[src/rtl/core/chc_pkg.sv]
`default_nettype none
package chc_pkg;

    // sizing
    localparam int MAX_HITS   = 4096;
    localparam int COORD_BITS = 24;
    localparam int CFG_W      = (COORD_BITS > 24) ? COORD_BITS : 24;
    localparam int CNT_W      = $clog2(MAX_HITS + 1);
    localparam int RT_W       = 25;
    localparam int FRAC_W     = 16;
    localparam int SUM_W      = 37;

    // register indexes
    localparam logic [2:0] REG_APEX_X = 3'd0;
    localparam logic [2:0] REG_APEX_Y = 3'd1;
    localparam logic [2:0] REG_APEX_Z = 3'd2;
    localparam logic [2:0] REG_AXIS_X = 3'd3;
    localparam logic [2:0] REG_AXIS_Y = 3'd4;
    localparam logic [2:0] REG_AXIS_Z = 3'd5;
    localparam logic [2:0] REG_LENGTH = 3'd6;
    localparam logic [2:0] REG_TAN    = 3'd7;

    // input item
    typedef struct packed {
        logic signed [COORD_BITS-1:0] hit_x;
        logic signed [COORD_BITS-1:0] hit_y;
        logic signed [COORD_BITS-1:0] hit_z;
        logic                         hit_present;
        logic                         last_hit;
    } t_hit_in;

    // result item
    typedef struct packed {
        logic [RT_W-1:0]   mean_transverse;
        logic [FRAC_W-1:0] contained_fraction;
        logic [CNT_W-1:0]  hits_seen;
    } t_result;

    // classified hit, front to back
    typedef struct packed {
        logic [RT_W-1:0] rt;
        logic            in_cone;
        logic            hit;
        logic            last;
    } t_cls;

endpackage
`default_nettype wire

[src/rtl/core/chc_fifo.sv]
`default_nettype none
module chc_fifo
    import chc_pkg::*;
(
    input  wire logic i_clk,
    input  wire logic i_rst_n,
    input  wire logic i_wr_valid,
    output logic      o_wr_ready,
    input  wire t_cls i_wr_item,
    output logic      o_rd_valid,
    input  wire logic i_rd_ready,
    output t_cls      o_rd_item
);

    t_cls       r_mem [2];
    logic       r_wp, r_rp;
    logic [1:0] r_cnt;
    logic       w_wr, w_rd;

    assign o_wr_ready = (r_cnt != 2'd2);
    assign o_rd_valid = (r_cnt != 2'd0);
    assign o_rd_item  = r_mem[r_rp];
    assign w_wr = i_wr_valid && o_wr_ready;
    assign w_rd = o_rd_valid && i_rd_ready;

    // storage
    always_ff @(posedge i_clk) begin
        if (w_wr) r_mem[r_wp] <= i_wr_item;
    end

    // pointers and fill
    always_ff @(posedge i_clk) begin
        if (!i_rst_n) begin
            r_wp  <= 1'b0;
            r_rp  <= 1'b0;
            r_cnt <= 2'd0;
        end else begin
            if (w_wr) r_wp <= ~r_wp;
            if (w_rd) r_rp <= ~r_rp;
            r_cnt <= r_cnt + 2'(w_wr) - 2'(w_rd);
        end
    end

endmodule
`default_nettype wire

[config.mk]
export PLATFORM = sky130hd
export DESIGN_NAME = chc_fifo
export DESIGN_NICKNAME = d
export VERILOG_FILES = /design/src/rtl/core/chc_pkg.sv /design/src/rtl/core/chc_fifo.sv
export SDC_FILE = /design/constraint.sdc
export NUM_CORES = 1
export LEC_CHECK = 0
export ABC_AREA = 1
export BUFFER_PORTS_ARGS = -buffer_cell sky130_fd_sc_hd__buf_2
export CAP_MARGIN = 0
export CORE_AREA = 2 2 89 91
export CTS_CLUSTER_SIZE = 30
export DETAILED_ROUTE_END_ITERATION = 16
export DIE_AREA = 0 0 91 93
export GPL_TIMING_DRIVEN = 0
export HOLD_SLACK_MARGIN = 0.03
export PLACE_DENSITY = 0.5
export SYNTH_ARGS = -nofsm -noshare
export SYNTH_HDL_FRONTEND = slang
export SYNTH_SLANG_ARGS = --single-unit
[constraint.sdc]
create_clock -name i_clk -period 6.05 [get_ports i_clk]
set_clock_uncertainty 0.2 [all_clocks]
set_input_delay 0.9075 -clock i_clk [delete_from_list [all_inputs] [get_ports i_clk]]
set_output_delay 0.9075 -clock i_clk [all_outputs]
set_load 0.02 [all_outputs]
==> results.txt <==
TritonCTS buffer count: 9
worst skew pair latency: 320 ps
initial antenna violation count: 0
DIE WIDTH: 91 um
HPWL after DPL: 2520 um
Period Utilization, post-route: 42.2%
Post-Syn Area: 2360 um^2
fin crit period: 2550 ps
fin. max-slew vios: 0
CTS resizes: 0
first-pass GRT wire length: 6020 um
CP Max Fanout: 10
Syn-to-layout area delta: 26.3%
global route overflow: 0
Max Clk Rate: 0.392 GHz
crit path capture type: output port
H-tree levels: 3
max_cap viols: 0
Slowest cell on crit path: dfxtp_1
WS Path Type: flip-flop to output port
Startpoint Class: flip-flop
initial core utilization: 31.4%
Die H: 93 um
WL final: 3940 um
YS warnings: 0
max_slew headroom: 20.4%
synthesized flop and latch total: 61
Critical Path RT: 4940 ps
r2r setup slk: 3950 ps
CTS max path bufs: 2
DRT antenna net count: 0
Layout Nets: 229
Post-CTS Setup Repair Bufs: 0
hold crit path type: flip-flop to flip-flop
worst slew pin tran: 1190 ps
Yosys top cell by area: edfxtp_1
Leak: 1.19 nW
clk root buf: clkbuf_8
detailed-route via count: 1231
initial DRC count: 71
Hold Vio Cnt, Final: 0
synthesized net count: 157
post-synth top area share: 71.1%
pin count of the biggest net entering global routing: 29
routability cong.: 0.700
setup TNS: 0 ps
Vias/cell: 4.08
data arrival time of the critical path: 1440 ps
R2R Path Start: r_cnt[0]
Tot Pwr: 0.00126 W
Worst R2R Path Depth: 4
CTS clk-pin slew, worst paths: 60 ps
Pwr Density: 423 nW/um^2
synth top area cells: edfxtp_1, mux2_4, dfxtp_1
io pins: 62
Async S/R FF share, synth: 0%
worst path cell trace: buf_6 -> buf_12 -> mux2_4 -> buf_2
Final Setup Violations: 0
layout cells sized above 1: 52.5%
Filler cells: 758
predominant post-synthesis flop cell: edfxtp_1
buffer and inverter count on the worst path: 3
setup repair after global routing missed its margin: false
crit-path max cell delay: 320 ps
Commonest cells post-synth: edfxtp_1, mux2_4, nand2_1, mux2_2, nor2_1
first drt pass iteration count: 4
Clock Sinks: 61
top-count cell post-synth: edfxtp_1
Worst R2R End: r_mem[1][2]
ANT cells: 0
row count: 32
hold_buf cts: 0
CTS tree: yes
sequential share of the synthesized area: 75.4%
die area: 8460 um^2
number of global-route vias before repair: 1183
crit path to: o_rd_item[20]
Top delay family on crit path: buffers and inverters
routed len/inst: 13.0 um
core box area: 7530 um^2
gr usage total: 9.81%
status: completed
Synth Area per Inst: 19.2 um^2
Post-synth EDFFs: 56
DRC viols: 0
Post-Syn Instances: 123
Max VDD drop: 0.201 mV
post-synth cell types: 12
Hold WS: 308 ps
PortBufs: 61
Crit path depth: 4
## layout make-up
| class | instances | area [um^2] | area share, % |
|---|---|---|---|
| Sequential cell | 61 | 1780 | 59.7 |
| Clock inverter | 6 | 53.8 | 1.80 |
| Buffer | 3 | 51.3 | 1.72 |
| Multi-Input combinational cell | 52 | 512 | 17.1 |
| Inverter | 7 | 26.3 | 0.880 |
| Timing Repair Buffer | 61 | 305 | 10.2 |
| Tap cell | 102 | 128 | 4.27 |
| Clock buffer | 10 | 128 | 4.27 |
## metal layers
layer  routed length [um]  part of all wire [%]  track usage (%)  up-vias
met2                 1910                    49             15.0       36
met4                   42                   1.1             4.92        0
met3                  195                   5.0             4.51        4
met1                 1790                    45             11.7      592
li1                     -                     -                -      599
met5                    0                     0                0        -
## stage by stage
stage / setup slack [ps] / std cells / instance area (um^2) / utilization (%)
after floorplan: 3260 / 123 / 2360 / -
final: 3500 / 302 / 2990 / 39.7
after global placement: 2290 / 286 / 2800 / 37.2
after detailed placement: 3410 / 286 / 2800 / 37.3
after CTS: 3460 / 302 / 2990 / 39.7
after global routing: 3430 / 302 / 2990 / 39.7
## where the power goes
part	switching, W	internal, W	leakage (nW)	total (W)
Sequential	0.0000186	0.000536	0.564	0.000555
Combinational	0.000213	0.000165	0.536	0.000378
Clock	0.000146	0.000185	0.0888	0.000331
## worst min path at each step
stage               start         to  slack (ps)  cells after the start
global placement     r_rp       r_rp         290                      2
CTS                  r_rp       r_rp         310                      2
finish               r_rp       r_rp         310                      2
detailed placement   r_rp       r_rp         300                      2
floorplan            r_rp  flip-flop         270                      2
global route         r_rp       r_rp         340                      2
## cells in the final DEF, fill, tap and decap left out, drive strengths merged
| master | n |
|---|---|
| buf | 64 |
| edfxtp | 56 |
| mux2 | 28 |
| clkbuf | 10 |
| nand2 | 9 |
| nor2 | 8 |
| inv | 7 |
| dfxtp | 5 |
| clkinv | 4 |
| nand3 | 3 |
| a21oi | 2 |
| ha | 2 |
| clkinvlp | 1 |
| bufinv | 1 |
## worst reg2reg max path: stages (launching register included)
cell	delay, ps
dfxtp_1	360
inv_1	60
nand2_1	110
nand3_1	100
inv_1	870
## logic make-up (layout without fill, tap and decap cells)
logic type                 after synthesis  count (layout)  share of synthesized area, %
and+or+nand+nor                         20              20                          3.33
muxes                                   28              28                          16.5
adders and majority gates                2               2                          1.06
AOI/OAI and AO/OA                        2               2                         0.424
buffers and inverters                   10              87                          3.28
DFF                                     61              61                          75.4
## sequential cells by signal (all words and copies together) (netlist names), named ones only
signal,cells
r_cnt,2
r_mem,56
r_rp,1
r_wp,1
Note: power is estimated with default switching activity, not from simulation.
