==> config.mk <==
export PLATFORM = sky130hd
export DESIGN_NAME = chc_back
export DESIGN_NICKNAME = d
export VERILOG_FILES = /design/src/rtl/core/chc_pkg.sv /design/src/rtl/core/chc_back.sv
export SDC_FILE = /design/constraint.sdc
export NUM_CORES = 1
export LEC_CHECK = 0
export BUFFER_PORTS_ARGS = -buffer_cell sky130_fd_sc_hd__buf_2
export CAP_MARGIN = 40
export CELL_PAD_IN_SITES_DETAIL_PLACEMENT = 1
export CELL_PAD_IN_SITES_GLOBAL_PLACEMENT = 1
export CORE_UTILIZATION = 37
export CTS_BUF_LIST = sky130_fd_sc_hd__clkbuf_16
export DETAILED_ROUTE_END_ITERATION = 8
export PLACE_DENSITY_LB_ADDON = 0.1
export SETUP_SLACK_MARGIN = 0.4
export SLEW_MARGIN = 10
export SYNTH_ARGS = -nofsm -noshare
export SYNTH_HDL_FRONTEND = slang
export SYNTH_SLANG_ARGS = --single-unit
export TNS_END_PERCENT = 50
==> constraint.sdc <==
create_clock -name i_clk -period 6.65 [get_ports i_clk]
set_clock_uncertainty 0.1 [all_clocks]
set_input_delay 0.665 -clock i_clk [delete_from_list [all_inputs] [get_ports i_clk]]
set_output_delay 0.665 -clock i_clk [all_outputs]
set_load 0.01 [all_outputs]
==> src/rtl/core/chc_pkg.sv <==
`default_nettype none
package chc_pkg;

    // sizing
    localparam int MAX_HITS   = 4096;
    localparam int COORD_BITS = 24;
    localparam int CFG_W      = (COORD_BITS > 24) ? COORD_BITS : 24;
    localparam int CNT_W      = $clog2(MAX_HITS + 1);
    localparam int RT_W       = 25;
    localparam int FRAC_W     = 16;
    localparam int SUM_W      = 37;

    // register indexes
    localparam logic [2:0] REG_APEX_X = 3'd0;
    localparam logic [2:0] REG_APEX_Y = 3'd1;
    localparam logic [2:0] REG_APEX_Z = 3'd2;
    localparam logic [2:0] REG_AXIS_X = 3'd3;
    localparam logic [2:0] REG_AXIS_Y = 3'd4;
    localparam logic [2:0] REG_AXIS_Z = 3'd5;
    localparam logic [2:0] REG_LENGTH = 3'd6;
    localparam logic [2:0] REG_TAN    = 3'd7;

    // input item
    typedef struct packed {
        logic signed [COORD_BITS-1:0] hit_x;
        logic signed [COORD_BITS-1:0] hit_y;
        logic signed [COORD_BITS-1:0] hit_z;
        logic                         hit_present;
        logic                         last_hit;
    } t_hit_in;

    // result item
    typedef struct packed {
        logic [RT_W-1:0]   mean_transverse;
        logic [FRAC_W-1:0] contained_fraction;
        logic [CNT_W-1:0]  hits_seen;
    } t_result;

    // classified hit, front to back
    typedef struct packed {
        logic [RT_W-1:0] rt;
        logic            in_cone;
        logic            hit;
        logic            last;
    } t_cls;

endpackage
`default_nettype wire

==> src/rtl/core/chc_back.sv <==
`default_nettype none
module chc_back
    import chc_pkg::*;
(
    input  wire logic i_clk,
    input  wire logic i_rst_n,
    input  wire logic i_item_valid,
    output logic      o_item_ready,
    input  wire t_cls i_item,
    output logic      o_out_valid,
    input  wire logic i_out_ready,
    output t_result   o_out
);

    localparam logic [2:0] B_IDLE = 3'd0;
    localparam logic [2:0] B_PREP = 3'd1;
    localparam logic [2:0] B_RUNM = 3'd2;
    localparam logic [2:0] B_RUNF = 3'd3;
    localparam logic [2:0] B_OUT  = 3'd4;
    localparam int IT_W = $clog2(SUM_W);

    logic [2:0] r_st;
    logic [SUM_W-1:0] r_sum;
    logic [CNT_W-1:0] r_cnt, r_ins;
    logic [SUM_W-1:0] r_dvd, w_dvd;
    logic [CNT_W-1:0] r_rem, w_rem;
    logic [CNT_W:0]   w_sh;
    logic             w_ge;
    logic [IT_W-1:0]  r_it;
    logic [RT_W-1:0]  r_mean;
    logic [FRAC_W-1:0] r_frac;
    logic r_ov;
    t_result r_out;
    logic w_pop, w_load;

    assign o_item_ready = (r_st == B_IDLE);
    assign w_pop  = i_item_valid && o_item_ready;
    assign w_load = (r_st == B_OUT) && (!r_ov || i_out_ready);

    // restoring divide step, one quotient bit
    always_comb begin
        w_sh  = {r_rem, r_dvd[SUM_W-1]};
        w_ge  = (w_sh >= {1'b0, r_cnt});
        w_rem = w_ge ? CNT_W'(w_sh - {1'b0, r_cnt}) : CNT_W'(w_sh);
        w_dvd = {r_dvd[SUM_W-2:0], w_ge};
    end

    // control and accumulators
    always_ff @(posedge i_clk) begin
        if (!i_rst_n) begin
            r_st  <= B_IDLE;
            r_sum <= '0;
            r_cnt <= '0;
            r_ins <= '0;
            r_ov  <= 1'b0;
        end else begin
            case (r_st)
                B_IDLE: begin
                    if (w_pop) begin
                        if (i_item.hit && r_cnt < CNT_W'(MAX_HITS)) begin
                            r_sum <= r_sum + SUM_W'(i_item.rt);
                            r_cnt <= r_cnt + 1'b1;
                            r_ins <= r_ins + CNT_W'(i_item.in_cone);
                        end
                        if (i_item.last) r_st <= B_PREP;
                    end
                end
                B_PREP: r_st <= (r_cnt == '0) ? B_OUT : B_RUNM;
                B_RUNM: if (r_it == '0) r_st <= B_RUNF;
                B_RUNF: if (r_it == '0) r_st <= B_OUT;
                B_OUT: begin
                    if (w_load) begin
                        r_sum <= '0;
                        r_cnt <= '0;
                        r_ins <= '0;
                        r_st  <= B_IDLE;
                    end
                end
                default: r_st <= B_IDLE;
            endcase
            if (w_load)                 r_ov <= 1'b1;
            else if (r_ov && i_out_ready) r_ov <= 1'b0;
        end
    end

    // divider datapath
    always_ff @(posedge i_clk) begin
        case (r_st)
            B_PREP: begin
                r_dvd  <= r_sum;
                r_rem  <= '0;
                r_it   <= IT_W'(SUM_W - 1);
                r_mean <= '0;
                r_frac <= '0;
            end
            B_RUNM: begin
                if (r_it == '0) begin
                    r_mean <= w_dvd[RT_W-1:0];
                    r_dvd  <= SUM_W'({r_ins, 16'b0});
                    r_rem  <= '0;
                    r_it   <= IT_W'(SUM_W - 1);
                end else begin
                    r_dvd <= w_dvd;
                    r_rem <= w_rem;
                    r_it  <= r_it - 1'b1;
                end
            end
            B_RUNF: begin
                r_dvd <= w_dvd;
                r_rem <= w_rem;
                r_it  <= r_it - 1'b1;
                if (r_it == '0) r_frac <= w_dvd[16] ? {FRAC_W{1'b1}} : w_dvd[15:0];
            end
            default: ;
        endcase
        if (w_load) begin
            r_out.mean_transverse    <= r_mean;
            r_out.contained_fraction <= r_frac;
            r_out.hits_seen          <= r_cnt;
        end
    end

    assign o_out_valid = r_ov;
    assign o_out       = r_out;

endmodule
`default_nettype wire

==> key figures <==
Outcome
  • Status: finished clean

Flow run
  • Max_cap viols: 0

STA
  • Setup ws final: 3.60 ns
  • Unrepaired setup endpoints after global routing: false
  • WHS: a little over 0.3 ns
  • Final hold vios: 0
  • Final period utilization: 45.9%
  • F_max: 328 MHz
  • Final worst path period need: 3.05 ns
  • Slew margin rel.: 53.3%
  • Slew Viols, Final: 0
  • Post-Route Setup TNS: 0 ns
  • Tightest Pin Transition: 0.700 ns
  • Final Setup Violations: 0

Setup path
  • Required time worst endpoint: roughly 6.8 ns
  • R2R setup slack: 3.60 ns
  • R2R Path End: r_rem[2]
  • Worst r2r src: r_cnt[7]
  • Startpoint types: flip-flop
  • Crit. End Element: flip-flop
  • Reg2Reg Depth: 10
  • Crit Path Category: flip-flop to flip-flop
  • Max Fanout on Critical Path: 11
  • Crit path DAT: 3.22 ns

GRT
  • Vias in the first global route: 7917
  • Initial antenna violation count: 0
  • First-pass GRT wire length: 43200 um
  • Largest net degree at the start of global routing: 46
  • Grt ovf: 0
  • Tot GR Track Use: 18.9%

Final layout
  • Fill count: 3125
  • Share of cells above drive strength 1: 14.3%
  • Design area: roughly 0.012 mm2
  • Area Overhead vs Synth: 15.6%
  • # diodes: 0
  • Sequential Area: 0.00588 mm2
  • Multi-input logic area: 0.00450 mm2
  • # nets final: approximately 1200

Clocking
  • Clock sink count: 218
  • Hold-fix buffers at CTS: 0
  • CTS H-tree depth: 1
  • Clock Path Buffers: 3
  • Clock transition at path regs: 0.06 ns
  • Worst-Skew Late Latency: 0.52 ns
  • Root Driver: clkbuf_16
  • # Post-CTS Setup Buffers: 0
  • CTS tree: built
  • CTS buffer count: 25
  • Post-CTS sizing: 0

Logic synthesis
  • Synth top area share: ~43%
  • Yosys warns: 0
  • Top cells by area, synth: edfxtp_1, dfxtp_1, ha_1
  • Post-synth ARST share: 0%
  • Post-synthesis sequential area ratio: between 50% and 60%
  • Syn nets: about 1100
  • Mapped Area: 0.0106 mm2
  • Post-Synthesis Mean Instance Area: 10.5 um2
  • Cell taking the most area after synthesis: edfxtp_1
  • Post-Synthesis Cells: 1015
  • Synth Flop Type: edfxtp_1
  • Synth cell types: 68
  • Post-synth EDFFs: 151
  • Post-synthesis register bit count: 218

Min path
  • HP Start: r_mean[23]
  • Hold/Removal Path Class: flip-flop to flip-flop
  • Hold depth: 0
  • Hold endpoint: o_out[52]

Floorplan
  • Initial Util: 38.0%
  • Row count: 61
  • Core area: 0.0280 mm2
  • Die width: 172 um
  • Die area: 0.0294 mm2
  • I/O pins: 88
  • Die Span Y: approximately 170 um

Power and ir drop
  • Power Density: between 300 and 400 mW/mm2
  • Total power: 0.00417 W
  • Peak supply drop: ~0.20 mV
  • LEAKAGE: 4.51 nW

Drt
  • Routed WL: 27000 um
  • Vias per inst: 5.13
  • DR iter-0 viols: 450
  • Antenna-violating nets left: 0
  • 1st-pass router iterations: 5
  • DRC Markers: 0
  • Routed vias: about 7700
  • Average wire per standard cell: approximately 18 um

Placement
  • Placer congestion estimate: ~0.81
  • Dpl ws: 3.28 ns
  • Port Buf Inserts: 87
  • Hpwl dp: 19600 um
  • Post-placement cell area: 0.0115 mm2
==> Yosys cell counts (all sizes together), types with 4 or more instances <==
master and count:
inv 28, or3 10, a21boi 12, a21o 6
buf 7, nand2b 13, mux2i 28, a31oi 5
clkbuf 31, o21bai 6, nor4 6, xor2 19
nand3 33, nor2b 13, a211oi 12, a21oi 55
nand4 15, o211ai 4, nand2 141, and2 31
a22oi 8, ha 43, nor2 105, dfxtp 67
and3 6, xnor2 27, nor3 16, o21a 9
o21ai 70, edfxtp 151
==> kinds of logic after synthesis <==
family	count (synthesis)	share of synthesized area (%)
and+or+nand+nor	402	17.6
AOI/OAI and AO/OA	210	12.6
adders and majority gates	45	5.44
DFF	218	55.2
buffers and inverters	66	2.62
muxes	28	2.64
xor gates and xnor gates	46	3.79
==> per-stage QoR <==
stage / std cells / utilization, %
after detailed placement: 1457 / 41.2
after global routing: 1504 / 43.9
after floorplan: 1015 / -
after global placement: 1453 / 41.0
after CTS: 1503 / 43.9
final: 1504 / 43.9
==> layout make-up <==
| type | instances | area share, % |
|---|---|---|
| inverters | 28 | 0.855 |
| repair buffers | 103 | 4.84 |
| well taps | 378 | 3.85 |
| flip-flops and latches | 218 | 47.8 |
| clock inverters | 21 | 0.957 |
| clock buffers | 25 | 5.09 |
| multi-input cells | 731 | 36.6 |
==> placed cells by master (no fill, tap or decap), drive strengths merged, types with 3 or more instances in the layout <==
cell    synthesis  layout
buf             7     103
edfxtp        151     151
nand2         141     141
mux2i          28      28
a22oi           8       8
nand2b         13      13
or3            10      10
and2           31      31
a211oi         12      12
clkbuf         31      25
o21a            9       9
ha             43      43
o21bai          6       6
a21oi          55      55
nor3           16      16
o211ai          4       4
a31oi           5       5
a21bo           3       3
o21ai          70      70
o311ai          3       3
xnor2          27      27
a21boi         12      12
nand4          15      15
nor4            6       6
xor2           19      19
or2             3       3
and3            6       6
nand3          33      33
nor2b          13      13
o31ai           3       3
a21o            6       6
or2b            3       3
clkinv          0       8
nor2          105     105
inv            28      39
dfxtp          67      67
==> sequential cells by signal, indices dropped and copies added, names as in the netlist <==
signal       cells
r_dvd           37
o_out_valid      1
r_ins           13
r_mean          25
r_it             6
r_frac          16
r_sum           37
o_out           54
r_rem           13
r_cnt           13
r_st             3
==> critical path, cell delays in order (launching register included) <==
cell,delay [ns]
dfxtp_1,0.40
inv_1,0.11
ha_1,0.38
nand4_1,0.15
nor4_1,0.48
nor4_1,0.13
o31ai_2,0.36
buf_4,0.25
buf_4,0.21
mux2i_1,0.19
nor2_1,0.05
==> report_power, final <==
group,leakage (nW),switching [W],internal [W],total [W]
Clock,0.400,0.000535,0.000717,0.00125
Combinational,2.15,0.000643,0.000367,0.00101
Sequential,1.96,0.000149,0.00176,0.00191
==> per-layer routing <==
layer	wire length (um)	up-vias	track usage (%)
met1	13300	3756	26.6
met2	12400	115	30.8
met5	0	-	0
met3	897	26	2.51
li1	-	3816	-
met4	474	0	4.74
==> how the worst max path moves through the flow <==
stage / from / cells after the start / slack (ns) / end
after CTS: r_cnt[7] / 9 / 3.27 / r_rem[1]
after global routing: r_cnt[7] / 10 / 3.36 / r_rem[1]
after floorplan: r_st[1] / 3 / 3.19 / r_dvd[0]
after detailed placement: r_cnt[7] / 9 / 3.28 / r_rem[2]
after global placement: r_dvd[36] / 11 / 3.37 / r_rem[2]
final: r_cnt[7] / 10 / 3.60 / r_rem[2]
(Power assumes the default switching activity.)
